==> config.mk <==
export PLATFORM = sky130hd
export DESIGN_NAME = voxel_face_visibility
export DESIGN_NICKNAME = d
export VERILOG_FILES = /design/src/rtl/core/vfv_pkg.sv /design/src/rtl/core/voxel_face_visibility.sv /design/src/rtl/core/vfv_window.sv /design/src/rtl/core/vfv_cull.sv /design/src/rtl/core/vfv_out.sv
export SDC_FILE = /design/constraint.sdc
export NUM_CORES = 1
export LEC_CHECK = 0
export BUFFER_PORTS_ARGS = -buffer_cell sky130_fd_sc_hd__buf_2
export CORE_AREA = 5 5 342 244
export CTS_CLUSTER_DIAMETER = 30
export DETAILED_ROUTE_END_ITERATION = 10
export DIE_AREA = 0 0 347 249
export GPL_ROUTABILITY_DRIVEN = 0
export SYNTH_ARGS = -nofsm -noshare
export SYNTH_HDL_FRONTEND = slang
export SYNTH_HIERARCHICAL = 1
export SYNTH_SLANG_ARGS = --single-unit
==> constraint.sdc <==
create_clock -name clk -period 28 [get_ports clk]
set_input_delay 1.4 -clock clk [delete_from_list [all_inputs] [get_ports clk]]
set_output_delay 1.4 -clock clk [all_outputs]
set_load 0.02 [all_outputs]
==> src/rtl/core/vfv_pkg.sv <==
`default_nettype none
// ----------------------------------------------------------------------------
// vfv_pkg
// Shared types and constants for the voxel face visibility block.
// ----------------------------------------------------------------------------
package vfv_pkg;

	localparam int GRID    = 16;
	localparam int ROWS    = GRID * GRID;
	localparam int DEPTH   = 2 * GRID + 1;
	localparam int PERIOD  = ROWS + GRID + 1;
	localparam int CNT_W   = $clog2(PERIOD);
	localparam int POS_W   = $clog2(GRID);
	localparam int FIELD_W = 16;
	localparam int IDX_W   = 8;
	localparam int IN_W    = FIELD_W;
	localparam int OUT_W   = 7 * FIELD_W + IDX_W;

	typedef logic [GRID-1:0]    row_t;
	typedef logic [FIELD_W-1:0] field_t;

	// neighbour rows for the voxel row under test, already gated at the grid edge
	typedef struct packed {
		logic             valid;
		row_t             self_row;
		row_t             xn_row;
		row_t             xp_row;
		row_t             yn_row;
		row_t             yp_row;
		logic [IDX_W-1:0] index;
	} window_t;

	typedef struct packed {
		logic [IDX_W-1:0] row_index;
		field_t           occluded_row;
		field_t           face_ypos;
		field_t           face_yneg;
		field_t           face_xpos;
		field_t           face_xneg;
		field_t           face_zpos;
		field_t           face_zneg;
	} result_t;

endpackage
`default_nettype wire

==> src/rtl/core/voxel_face_visibility.sv <==
`default_nettype none
// ----------------------------------------------------------------------------
// voxel_face_visibility
// Streams voxel rows and reports visible faces and occlusion per voxel.
// ----------------------------------------------------------------------------
// throughput: one row transfer per cycle while the result output is not stalled
// the result for grid row c is computed at input transfer c+GRID+1, one plane plus
//   one row behind, and is presented from the output register
// the first GRID+1 transfers of each frame give no result; GRID+1 padding rows close it
// reset: clears frame counters and output valid; the row delay line is not reset
module voxel_face_visibility
	import vfv_pkg::*;
(
	input  wire logic             clk,
	input  wire logic             arst_n,
	input  wire logic             s_axis_tvalid,
	output logic                  s_axis_tready,
	input  wire logic [IN_W-1:0]  s_axis_tdata,   // solid_row
	output logic                  m_axis_tvalid,
	input  wire logic             m_axis_tready,
	output logic [OUT_W-1:0]      m_axis_tdata    // face_zneg, face_zpos, face_xneg,
	                                              // face_xpos, face_yneg, face_ypos,
	                                              // occluded_row, row_index
);

	logic    take;
	window_t win;
	result_t cull_res;
	result_t out_res;

	assign take = s_axis_tvalid && s_axis_tready;

	vfv_window u_window (
		.clk       (clk),
		.arst_n    (arst_n),
		.take      (take),
		.solid_row (s_axis_tdata),
		.win       (win)
	);

	vfv_cull u_cull (
		.win (win),
		.res (cull_res)
	);

	vfv_out u_out (
		.clk       (clk),
		.arst_n    (arst_n),
		.push      (take && win.valid),
		.push_res  (cull_res),
		.pop_ready (m_axis_tready),
		.out_valid (m_axis_tvalid),
		.out_res   (out_res),
		.in_ready  (s_axis_tready)
	);

	assign m_axis_tdata = out_res;

endmodule
`default_nettype wire

==> src/rtl/core/vfv_window.sv <==
`default_nettype none
// ----------------------------------------------------------------------------
// vfv_window
// Row delay line and frame position counters; presents the stencil taps.
// ----------------------------------------------------------------------------
module vfv_window
	import vfv_pkg::*;
(
	input  wire logic           clk,
	input  wire logic           arst_n,
	input  wire logic           take,
	input  wire logic [IN_W-1:0] solid_row,
	output window_t             win
);

	row_t             delay_q [DEPTH];
	logic [CNT_W-1:0] count_q;
	logic [POS_W-1:0] plane_q;
	logic [POS_W-1:0] row_q;
	logic [IDX_W-1:0] index_q;
	logic             active;
	logic             frame_end;

	assign active    = (count_q >= CNT_W'(GRID + 1));
	assign frame_end = (count_q == CNT_W'(PERIOD - 1));

	always_ff @(posedge clk) begin
		if (take) begin
			delay_q[0] <= (count_q < CNT_W'(ROWS)) ? GRID'(solid_row) : '0;
			for (int i = 1; i < DEPTH; i++) begin
				delay_q[i] <= delay_q[i-1];
			end
		end
	end

	always_ff @(posedge clk or negedge arst_n) begin
		if (!arst_n) begin
			count_q <= '0;
			plane_q <= '0;
			row_q   <= '0;
			index_q <= '0;
		end else if (take) begin
			if (frame_end) begin
				count_q <= '0;
				plane_q <= '0;
				row_q   <= '0;
				index_q <= '0;
			end else begin
				count_q <= count_q + 1'b1;
				if (active) begin
					index_q <= index_q + 1'b1;
					if (row_q == POS_W'(GRID - 1)) begin
						row_q   <= '0;
						plane_q <= plane_q + 1'b1;
					end else begin
						row_q <= row_q + 1'b1;
					end
				end
			end
		end
	end

	always_comb begin
		win.valid    = active;
		win.self_row = delay_q[GRID];
		win.xn_row   = (plane_q != '0) ? delay_q[2*GRID] : '0;
		win.xp_row   = (plane_q != POS_W'(GRID - 1)) ? delay_q[0] : '0;
		win.yn_row   = (row_q != '0) ? delay_q[GRID+1] : '0;
		win.yp_row   = (row_q != POS_W'(GRID - 1)) ? delay_q[GRID-1] : '0;
		win.index    = index_q;
	end

endmodule
`default_nettype wire

==> src/rtl/core/vfv_cull.sv <==
`default_nettype none
// ----------------------------------------------------------------------------
// vfv_cull
// Face visibility and occlusion for one voxel row from its stencil taps.
// ----------------------------------------------------------------------------
module vfv_cull
	import vfv_pkg::*;
(
	input  wire window_t win,
	output result_t      res
);

	row_t s;
	row_t f_zn, f_zp, f_xn, f_xp, f_yn, f_yp;
	row_t any_vis;

	// a face is hidden only where both voxels are solid
	always_comb begin
		s       = win.self_row;
		f_zn    = ~(s & (s << 1));
		f_zp    = ~(s & (s >> 1));
		f_xn    = ~(s & win.xn_row);
		f_xp    = ~(s & win.xp_row);
		f_yn    = ~(s & win.yn_row);
		f_yp    = ~(s & win.yp_row);
		any_vis = f_zn | f_zp | f_xn | f_xp | f_yn | f_yp;

		res.face_zneg    = FIELD_W'(f_zn);
		res.face_zpos    = FIELD_W'(f_zp);
		res.face_xneg    = FIELD_W'(f_xn);
		res.face_xpos    = FIELD_W'(f_xp);
		res.face_yneg    = FIELD_W'(f_yn);
		res.face_ypos    = FIELD_W'(f_yp);
		res.occluded_row = FIELD_W'(s & ~any_vis);
		res.row_index    = win.index;
	end

endmodule
`default_nettype wire

==> src/rtl/core/vfv_out.sv <==
`default_nettype none
// ----------------------------------------------------------------------------
// vfv_out
// Result register with a skid stage so one more input is taken under a stall.
// ----------------------------------------------------------------------------
module vfv_out
	import vfv_pkg::*;
(
	input  wire logic    clk,
	input  wire logic    arst_n,
	input  wire logic    push,
	input  wire result_t push_res,
	input  wire logic    pop_ready,
	output logic         out_valid,
	output result_t      out_res,
	output logic         in_ready
);

	result_t out_q;
	result_t skid_q;
	logic    out_valid_q;
	logic    skid_valid_q;
	logic    pop;

	assign pop       = out_valid_q && pop_ready;
	assign out_valid = out_valid_q;
	assign out_res   = out_q;
	assign in_ready  = !skid_valid_q;

	always_ff @(posedge clk or negedge arst_n) begin
		if (!arst_n) begin
			out_valid_q  <= 1'b0;
			skid_valid_q <= 1'b0;
		end else begin
			if (skid_valid_q) begin
				if (pop) begin
					skid_valid_q <= 1'b0;
				end
			end else if (push) begin
				if (out_valid_q && !pop) begin
					skid_valid_q <= 1'b1;
				end else begin
					out_valid_q <= 1'b1;
				end
			end else if (pop) begin
				out_valid_q <= 1'b0;
			end
		end
	end

	always_ff @(posedge clk) begin
		if (skid_valid_q) begin
			if (pop) begin
				out_q <= skid_q;
			end
		end else if (push) begin
			if (out_valid_q && !pop) begin
				skid_q <= push_res;
			end else begin
				out_q <= push_res;
			end
		end
	end

endmodule
`default_nettype wire

* After elaboration in Yosys (flattened, before gate mapping)
Memory sizes are Yosys's and may differ from the RTL's. Index checks and enable logic that the tools add are counted.
Storage, ports and cells: register bits 267, logic and storage cells 100, input port bits 20, memories 1, bits in writable memories 528
Memories:
- u_window.delay_q | depth 33, width 16, rd ports 33, clocked after memory_dff 0, write ports 33, line vfv_window.sv:16 | row_t delay_q [DEPTH];
Operators by class: eq/ne operators 7, order comparisons 2, muxes and demuxes 27, reductions and logical operators 17, add/subtract/negate cells 4, bitwise operators 20
Operators with widths (count):
- $mux 120 | 4
- $not 16->16 | 7
- $and 16x16->16 | 6
- $mux 16 | 5
- $or 16x16->16 | 5
- $mux 4 | 6
- $and 16x15->16 | 1
- $mux 8 | 2
- $reduce_and 3->1 | 4
- $add 9x1->9 const B | 1
- $eq 9x9->1 const B | 1
- $ge 9x5->1 const B | 1
- $lt 9x9->1 const B | 1
- $mux 1 | 9
- $mux 9 | 1
- $add 4x1->4 const B | 2
- $add 8x1->8 const B | 1
- $ne 4x4->1 const B | 2
- $reduce_bool 2->1 | 4
- $reduce_bool 4->1 | 2
- $eq 4x4->1 const B | 1
- $logic_and 1x1->1 | 4
- $ne 2x2->1 const B | 2
- $logic_not 1->1 | 2
- 3 further kinds | 3

* Logic depth before layout (Yosys ltp)
Gate-level depths: netlist of run 1.
depth after elaboration 13, mapped depth 10

* By module
Netlist of run 1, hierarchy kept.
By module, submodules not included:
- vfv_window | area each 17944.7 um^2, times used 1, cells an instance 780, sequential area each 16480.8 um^2
- vfv_out | area each 8906.0 um^2, times used 1, cells an instance 385, sequential area each 7257.0 um^2
- vfv_cull | area each 789.5 um^2, times used 1, cells an instance 151, sequential area each 0.0 um^2
- voxel_face_visibility | area each 12.5 um^2, times used 1, cells an instance 2, sequential area each 0.0 um^2

* Worst setup path before layout of run 1
OpenSTA, ideal clock, no wires.
kind in2reg, start input port s_axis_tvalid, end register u_window.plane_q[2], path slack 12293 ps, stages 6, data arrival time 15620 ps, cells stage by stage and2_1 -> buf_2 -> inv_1 -> a31o_2 -> a2111o_1 -> o211ai_1
On the way: cells in the longest elaborated chain, start to end 2
Ends and longest elaborated chain:
- start: declaration | line voxel_face_visibility.sv:16 | input wire logic s_axis_tvalid,
- $logic_and 1x1->1 | line voxel_face_visibility.sv:31 | assign take = s_axis_tvalid && s_axis_tready;
- $reduce_and 3->1 (no line)
- end signal: assignment | line vfv_window.sv:54 | plane_q <= plane_q + 1'b1;
- end: declaration | line vfv_window.sv:18 | logic [POS_W-1:0] plane_q;
Every way passes these cells. A chain may end at the register's enable or synchronous reset.

==> qor.csv, run 1 <==
stage,metric,value,unit
run_status,outcome,"finished, final reports clean",
cts,path_clk_slew,0.05,ns
synth,synth_area_per_cell,21.0,um^2
global_route,gr-usage-met1,0.161,
detailed_routing,drt-initial-drc-count,1000,
power,comb_power_share,0.133,
synth,synth-simple-area-share,0.0536,
detailed_routing,drt_wl_total,48200,um
setup_path,worst_ep_arrival_time,5.31,ns
setup_path,required,28.30,ns
sta,layout_min_cycle_time,5.01,ns
power,power.share.switching,0.262,
synth,synth_compound_area_frac,0.0100,
min_path,hold_start,u_window/delay_q[6][5],
cts,numClockSinks,795,
finish,drive_above_1_share,0.317,
global_route,grt_max_degree,207,
global_route,busiest_layer,met1,
detailed_routing,viasPerCell,4.45,
finish,nets,1581,
setup_path,reg2reg_from,u_out/skid_valid_q,
sta,setup_viol,0,
setup_path,crit_slowest_cell,buf_4,
sta,clock-skew-final,0.0294,ns
cts,clock_latency,0.69,ns
synth,yosys.area.top_type_share,0.834,
sta,max_freq,0.199,GHz
synth,synth_fa_ha_area_frac,0.00362,
global_route,grt_pass1_vias,12451,
global_route,grtUsageMet2,0.153,
synth,synth_most_common_cell,edfxtp_1,
die,rows,87,
global_route,globalRouteMet3Util,0.0366,
power,p_clk_frac,0.412,
job,drv_cap,0,
setup_path,end_kind,register,
die,fp.dieH,249,um
synth,async_reset_ff_frac,0.0340,
global_route,grt_antenna_before_repair,6,
global_route,grtUsageTotal,0.110,
power,peakVddDrop,0.0656,mV
setup_path,worstReg2RegEnd,u_window/delay_q[17][15],
die,io-pin-count,142,
detailed_routing,drcViolationCount,0,
cts,cts_tree,done,
synth,synth_enable_flop_cells,768,
cts,cts_buffer_depth,3,
setup_path,cp_common_cell,buf_4,
detailed_routing,wl_per_cell,17.7,um
synth,synth_cell_types,53,
min_path,hold_end,u_window/delay_q[7][5],
die,die_w,347,um
min_path,hold_path.class,reg2reg,
synth,synth_top_family_by_area,multiplexers,
synth,yosys.area.top_type,edfxtp_1,
min_path,hold-path-cell-count,0,
setup_path,crit_fanout,97,
global_route,grt_pass1_wl,73800,um
finish,syn_to_final_growth,23.1,%
sta,drv_slew,0,
sta,finalHoldViolations,0,
sta,worst_pin_slew,1.20,ns
setup_path,reg2reg_depth,5,
synth,ys_seq_area_frac,0.858,
setup_path,reg2reg_setup_slack,22.99,ns
power,pwr-share-seq,0.454,
sta,holdWs,0.401,ns
synth,synth-seq-cells,795,
synth,ys_top_cells_by_area,"edfxtp_1 (83%), mux2_2 (3.5%), dfrtp_1 (2.4%)",
die,core,0.0797,mm^2
synth,yosys_most_used_dff,edfxtp_1,
setup_path,crit_type,reg2reg,
cts,cts_buffers,133,
die,dieArea,0.0864,mm^2
sta,rsz0062_at_grt,false,
cts,ctsRootBufferMaster,clkbuf_16,
cts,h-tree-depth,4,
synth,yosys_warnings,6,
setup_path,path_cells,"inv_2, and2_4, buf_4, buf_4, buf_4",
place,dp_hpwl,27600,um
synth,synthMuxAreaShare,0.0572,
synth,synthCells,1318,
die,initial_utilization,0.347,
synth,syn-cell-area,0.0277,mm^2
cts,cts_resized,0,
synth,synth_xor_area_frac,0.00190,
cts,ctsHoldBuffers,0,
sta,setup_tns,0,ns
power,internal-power,2.90,mW
cts,post-cts-setup-buffers,0,
power,power.leakage,11.8,nW
power,switchingPower,1.03,mW
synth,netlist_top_cells_count,"edfxtp_1 (768), nand2_1 (111), mux2_2 (85)",
place,io_buffers,141,
setup_path,critPathLaunchType,register,
detailed_routing,firstDrtPassIters,5,
setup_path,slowest_delay,1.03,ns
global_route,overflow,0,
detailed_routing,num_vias,12158,
sta,slew_headroom,0.198,
power,p_per_area,115,mW/mm^2
sta,post-route-period-util,0.179,
detailed_routing,postRouteAntennaNets,0,
[power groups by stage]
stage	Clock [mW]	Combinational (mW)	Sequential [mW]
final	1.62	0.523	1.79
after global routing	1.72	0.571	1.81
after CTS	1.66	0.537	1.79
after detailed placement	0	0.536	1.81
after global placement	0	0.521	1.80
after floorplan	0	0.314	1.93
[cells in the final DEF (no fill, tap or decap), types with 4 or more instances in the layout]
cell | synthesis | final
clkbuf_16 | 0 | 135
nor3_2 | 13 | 13
nand2_1 | 111 | 111
nor2_1 | 10 | 10
and2_1 | 34 | 33
mux2_4 | 35 | 35
edfxtp_1 | 768 | 768
xnor2_1 | 4 | 4
clkinv_1 | 0 | 13
nand3_1 | 26 | 25
clkinvlp_4 | 0 | 9
conb_1 | 2 | 4
clkinv_4 | 0 | 13
dfrtp_1 | 27 | 25
inv_1 | 8 | 8
nor2b_1 | 48 | 48
and3_1 | 4 | 4
clkinv_8 | 0 | 5
ha_1 | 8 | 8
a21oi_1 | 10 | 10
nand2b_1 | 8 | 8
buf_2 | 14 | 141
clkbuf_1 | 5 | 15
buf_4 | 29 | 11
mux2i_1 | 10 | 10
mux2_2 | 85 | 85
nand4_1 | 6 | 6
clkinv_2 | 0 | 20
bufinv_16 | 0 | 17
inv_6 | 0 | 10
nand2_2 | 7 | 7
[state kept, by name, indices dropped and copies added (netlist names), 4 cells and up]
name / flops
u_window/index_q: 8
u_window/plane_q: 4
u_window/row_q: 4
u_window/delay_q: 528
u_out/out_res: 120
u_out/skid_q: 120
u_window/count_q: 9
[per-stage QoR]
step	util	worst slack [ns]	std cells	power, mW	cell area (um^2)
4_1_cts	0.427	22.85	2729	3.99	34000
3_5_place_dp	0.370	22.23	2486	2.35	29500
3_3_place_gp	0.370	22.40	2486	2.32	29500
5_1_grt	0.427	22.59	2729	4.11	34000
6_report	0.427	22.99	2732	3.93	34000
2_1_floorplan	-	12.29	1320	2.25	27700
[worst max-delay path, delay by kind of cell, from the launching register on]
family,cells,cell delay [ns]
buffers and inverters,4,3.05
AND/OR/NAND/NOR,1,0.76
flip-flops,1,0.68
[worst max-delay path by stage]
| stage | start | depth (start not counted) | end |
|---|---|---|---|
| global route | u_out/skid_valid_q | 5 | u_window/delay_q[24][14] |
| detailed placement | s_axis_tvalid | 5 | u_window/delay_q[17][15] |
| global placement | s_axis_tvalid | 5 | u_window/delay_q[5][15] |
| CTS | u_out/skid_valid_q | 5 | u_window/delay_q[30][14] |
| finish | u_out/skid_valid_q | 5 | u_window/delay_q[17][15] |
| floorplan | s_axis_tvalid | 6 | u_window/plane_q[2] |
[cells by family after synthesis]
family | count (synthesis)
muxes | 130
xor gates and xnor gates | 6
AOI/OAI and AO/OA | 34
other | 2
adders and majority gates | 8
buffers and inverters | 64
and+or+nand+nor | 279
DFF | 795
[routing by layer]
| layer | wire length, um | vias up |
|---|---|---|
| li1 | - | 5568 |
| met1 | 23700 | 6183 |
| met2 | 20700 | 315 |
| met3 | 2930 | 88 |
| met4 | 909 | 4 |
| met5 | 27 | - |
[layout make-up]
class	instances	area, um^2
diodes	3	7.51
clock buffers	151	3450
clock inverters	92	1130
fillers	6904	45600
inverters	9	33.8
multi-input cells	461	3540
flip-flops and latches	795	23700
well taps	1068	1340
repair buffers	153	808
(Power assumes the default switching activity.)
==> run 2, diff against run 1 <==
Settings changed: ABC_AREA set to 1, CORE_AREA 5 5 342 244 to 5 5 344 245, DIE_AREA 0 0 347 249 to 0 0 349 250.
Clock period 28 ns to 4.8 ns, I/O delays scaled along.
==> qor.csv, run 2 <==
stage,metric,value,unit
synth,async_reset_ff_frac,0.0340,
sta,rsz0062_at_grt,false,
finish,drive_above_1_share,0.209,
place,dp_hpwl,31700,um
global_route,grt_pass1_vias,13478,
sta,drv_slew,0,
sta,layout_min_cycle_time,3.49,ns
setup_path,crit_path_start,u_out/skid_valid_q,
power,power.share.switching,0.290,
min_path,hold_path.class,in2reg,
sta,post-route-period-util,0.727,
synth,ys_top_cells_by_area,"edfxtp_1 (82%), nand2_1 (7.2%), dfrtp_1 (2.4%)",
global_route,overflow,0,
sta,worst_pin_slew,1.33,ns
min_path,hold-path-cell-count,5,
global_route,grt_antenna_before_repair,5,
detailed_routing,wl_per_cell,16.7,um
setup_path,reg2reg_from,u_out/skid_valid_q,
finish,nets,2001,
global_route,grt_max_degree,239,
setup_path,crit_type,reg2reg,
power,p_clk_frac,0.367,
global_route,grt_pass1_wl,79900,um
synth,yosys_most_used_dff,edfxtp_1,
power,p_per_area,662,mW/mm^2
synth,synth-seq-cells,795,
sta,slew_headroom,0.111,
finish,final_common_cell,edfxtp_1,
min_path,hold_end,u_out/out_valid,
power,internal-power,15.8,mW
setup_path,critPathLaunchType,register,
synth,netlist_top_cells_count,"edfxtp_1 (768), nand2_1 (538), inv_1 (127)",
cts,cts_buffer_depth,3,
setup_path,path_buf_inv,4,
synth,synth_most_common_cell,edfxtp_1,
cts,numClockSinks,795,
setup_path,required,5.06,ns
die,initial_utilization,0.345,
sta,setup_viol,0,
sta,max_freq,0.287,GHz
detailed_routing,firstDrtPassIters,5,
power,power.leakage,12.8,nW
run_status,outcome,"finished, final reports clean",
synth,yosys.area.top_type_share,0.825,
die,rows,88,
synth,synthCells,1750,
cts,path_clk_slew,0.06,ns
cts,post-cts-setup-buffers,0,
setup_path,crit_slowest_cell,buf_4,
setup_path,path_cells,"inv_4, nand2_4, clkinvlp_4, buf_12, buf_4",
sta,layout_setup_ws,1.31,ns
sta,finalHoldViolations,0,
setup_path,worstReg2RegEnd,u_window/delay_q[30][7],
synth,yosys_warnings,6,
cts,h-tree-depth,3,
setup_path,crit_fanout,200,
finish,final_cell_mix,"edfxtp_1 (768), nand2_1 (527), buf_2 (141), inv_1 (125), clkbuf_16 (113)",
synth,syn-cell-area,0.0280,mm^2
sta,holdWs,0.104,ns
setup_path,path_delay_family,buffers and inverters,
setup_path,slowest_delay,0.99,ns
synth,yosys.area.top_type,edfxtp_1,
setup_path,reg2reg_depth,5,
setup_path,worst_ep_arrival_time,3.75,ns
detailed_routing,drt-initial-drc-count,1167,
global_route,grtUsageTotal,0.118,
setup_path,reg2reg_setup_slack,1.31,ns
synth,synth_cell_types,31,
synth,ys_seq_area_frac,0.849,
place,pre_cts_slack,1.26,ns
die,die_w,349,um
die,core,0.0810,mm^2
min_path,hold_start,s_axis_tvalid,
place,io_buffers,141,
job,drv_cap,0,
detailed_routing,postRouteAntennaNets,0,
die,dieArea,0.0873,mm^2
finish,largest_reg_flops,528,
cts,cts_buffers,112,
detailed_routing,drt_wl_total,52700,um
cts,ctsRootBufferMaster,clkbuf_16,
cts,cts_tree,done,
detailed_routing,viasPerCell,4.40,
synth,synth_enable_flop_cells,768,
detailed_routing,drcViolationCount,0,
setup_path,cp.depth,5,
die,fp.dieH,250,um
power,peakVddDrop,0.533,mV
power,pwr-share-seq,0.478,
synth,synth_area_per_cell,16.0,um^2
power,switchingPower,6.47,mW
power,comb_power_share,0.155,
finish,regMostFlops,u_window/delay_q,
detailed_routing,num_vias,13842,
setup_path,end_kind,register,
cts,clock_latency,0.66,ns
die,io-pin-count,142,
sta,clock-skew-final,0.0359,ns
finish,syn_to_final_growth,20.6,%
finish,fillers,7358,
[run 2: cell count changes in the layout (fill, tap and decap cells not counted), sizes merged, moves of 11 or more]
cell	before	now
and2	34	0
clkbuf	151	131
clkinv	53	28
dlygate4sd3	0	18
inv	22	161
mux2	120	0
nand2	119	572
nand3	26	37
nor2	10	88
nor2b	48	0
nor3	15	3
[run 2: worst max path at each step]
stage / endpoint / slack [ns]
finish: u_window/delay_q[30][7] / 1.31
global route: u_window/delay_q[30][7] / 1.06
CTS: u_window/delay_q[30][7] / 1.26
detailed placement: u_window/delay_q[28][9] / 1.26
global placement: u_window/delay_q[26][9] / 1.39
floorplan: u_window/count_q[8] / -4.39
[run 2: routing by layer]
metal | GRT usage | wire length [um] | vias to the layer above | part of all wire
li1 | - | - | 6502 | -
met1 | 0.179 | 25300 | 6843 | 0.48
met2 | 0.165 | 22900 | 411 | 0.44
met3 | 0.0304 | 3300 | 86 | 0.063
met4 | 0.0378 | 1100 | 0 | 0.021
met5 | 0 | 0 | - | 0
[run 2: power groups by stage]
stage               logic (mW)  clock network (mW)  registers, mW
floorplan                 2.05                   0           11.2
global placement          3.43                   0           10.7
detailed placement        3.51                   0           10.8
CTS                       3.55                8.39           10.7
global route              3.83                8.73           10.8
finish                    3.46                8.19           10.7
[run 2: layout make-up]
class	instances	area, um^2	area share
sequential	795	23700	0.704
multi-input combinational	748	3240	0.0961
clock buffer	131	2910	0.0861
tap	1080	1350	0.0401
timing repair buffer	173	1020	0.0301
clock inverter	77	920	0.0273
inverter	143	548	0.0162
antenna	1	2.50	0.0000742
[run 2: logic make-up after synthesis]
logic type                 after synthesis  share of synthesized area
DFF                                    795                      0.849
and+or+nand+nor                        714                      0.104
buffers and inverters                  209                     0.0369
AOI/OAI and AO/OA                       15                    0.00385
adders and majority gates                8                    0.00358
xor gates and xnor gates                 7                    0.00219
other                                    2                   0.000269
[run 2: timing repair]
item	4_1_cts	5_1_grt
hold buffers	18	0
resized for setup	0	0
endpoints found under the setup margin	0	0
endpoints found under the hold margin	45	0
[run 2: tightest hold or removal path: stages]
cell     delay (ns)
buf_2          0.13
nand2_4        0.09
nor2_2         0.04
nand2_1        0.11
nand3_1        0.10
[run 2: stage by stage]
stage                     instances  total power, mW  instance area (um^2)  setup TNS (ns)   util
after detailed placement       2921             14.3                 29700               0  0.367
after CTS                      3147             22.6                 33700               0  0.416
after global routing           3147             23.4                 33700               0  0.416
after floorplan                1752             13.3                 28000        -2377.36      -
after global placement         2921             14.2                 29700               0  0.367
final                          3148             22.3                 33700               0  0.416
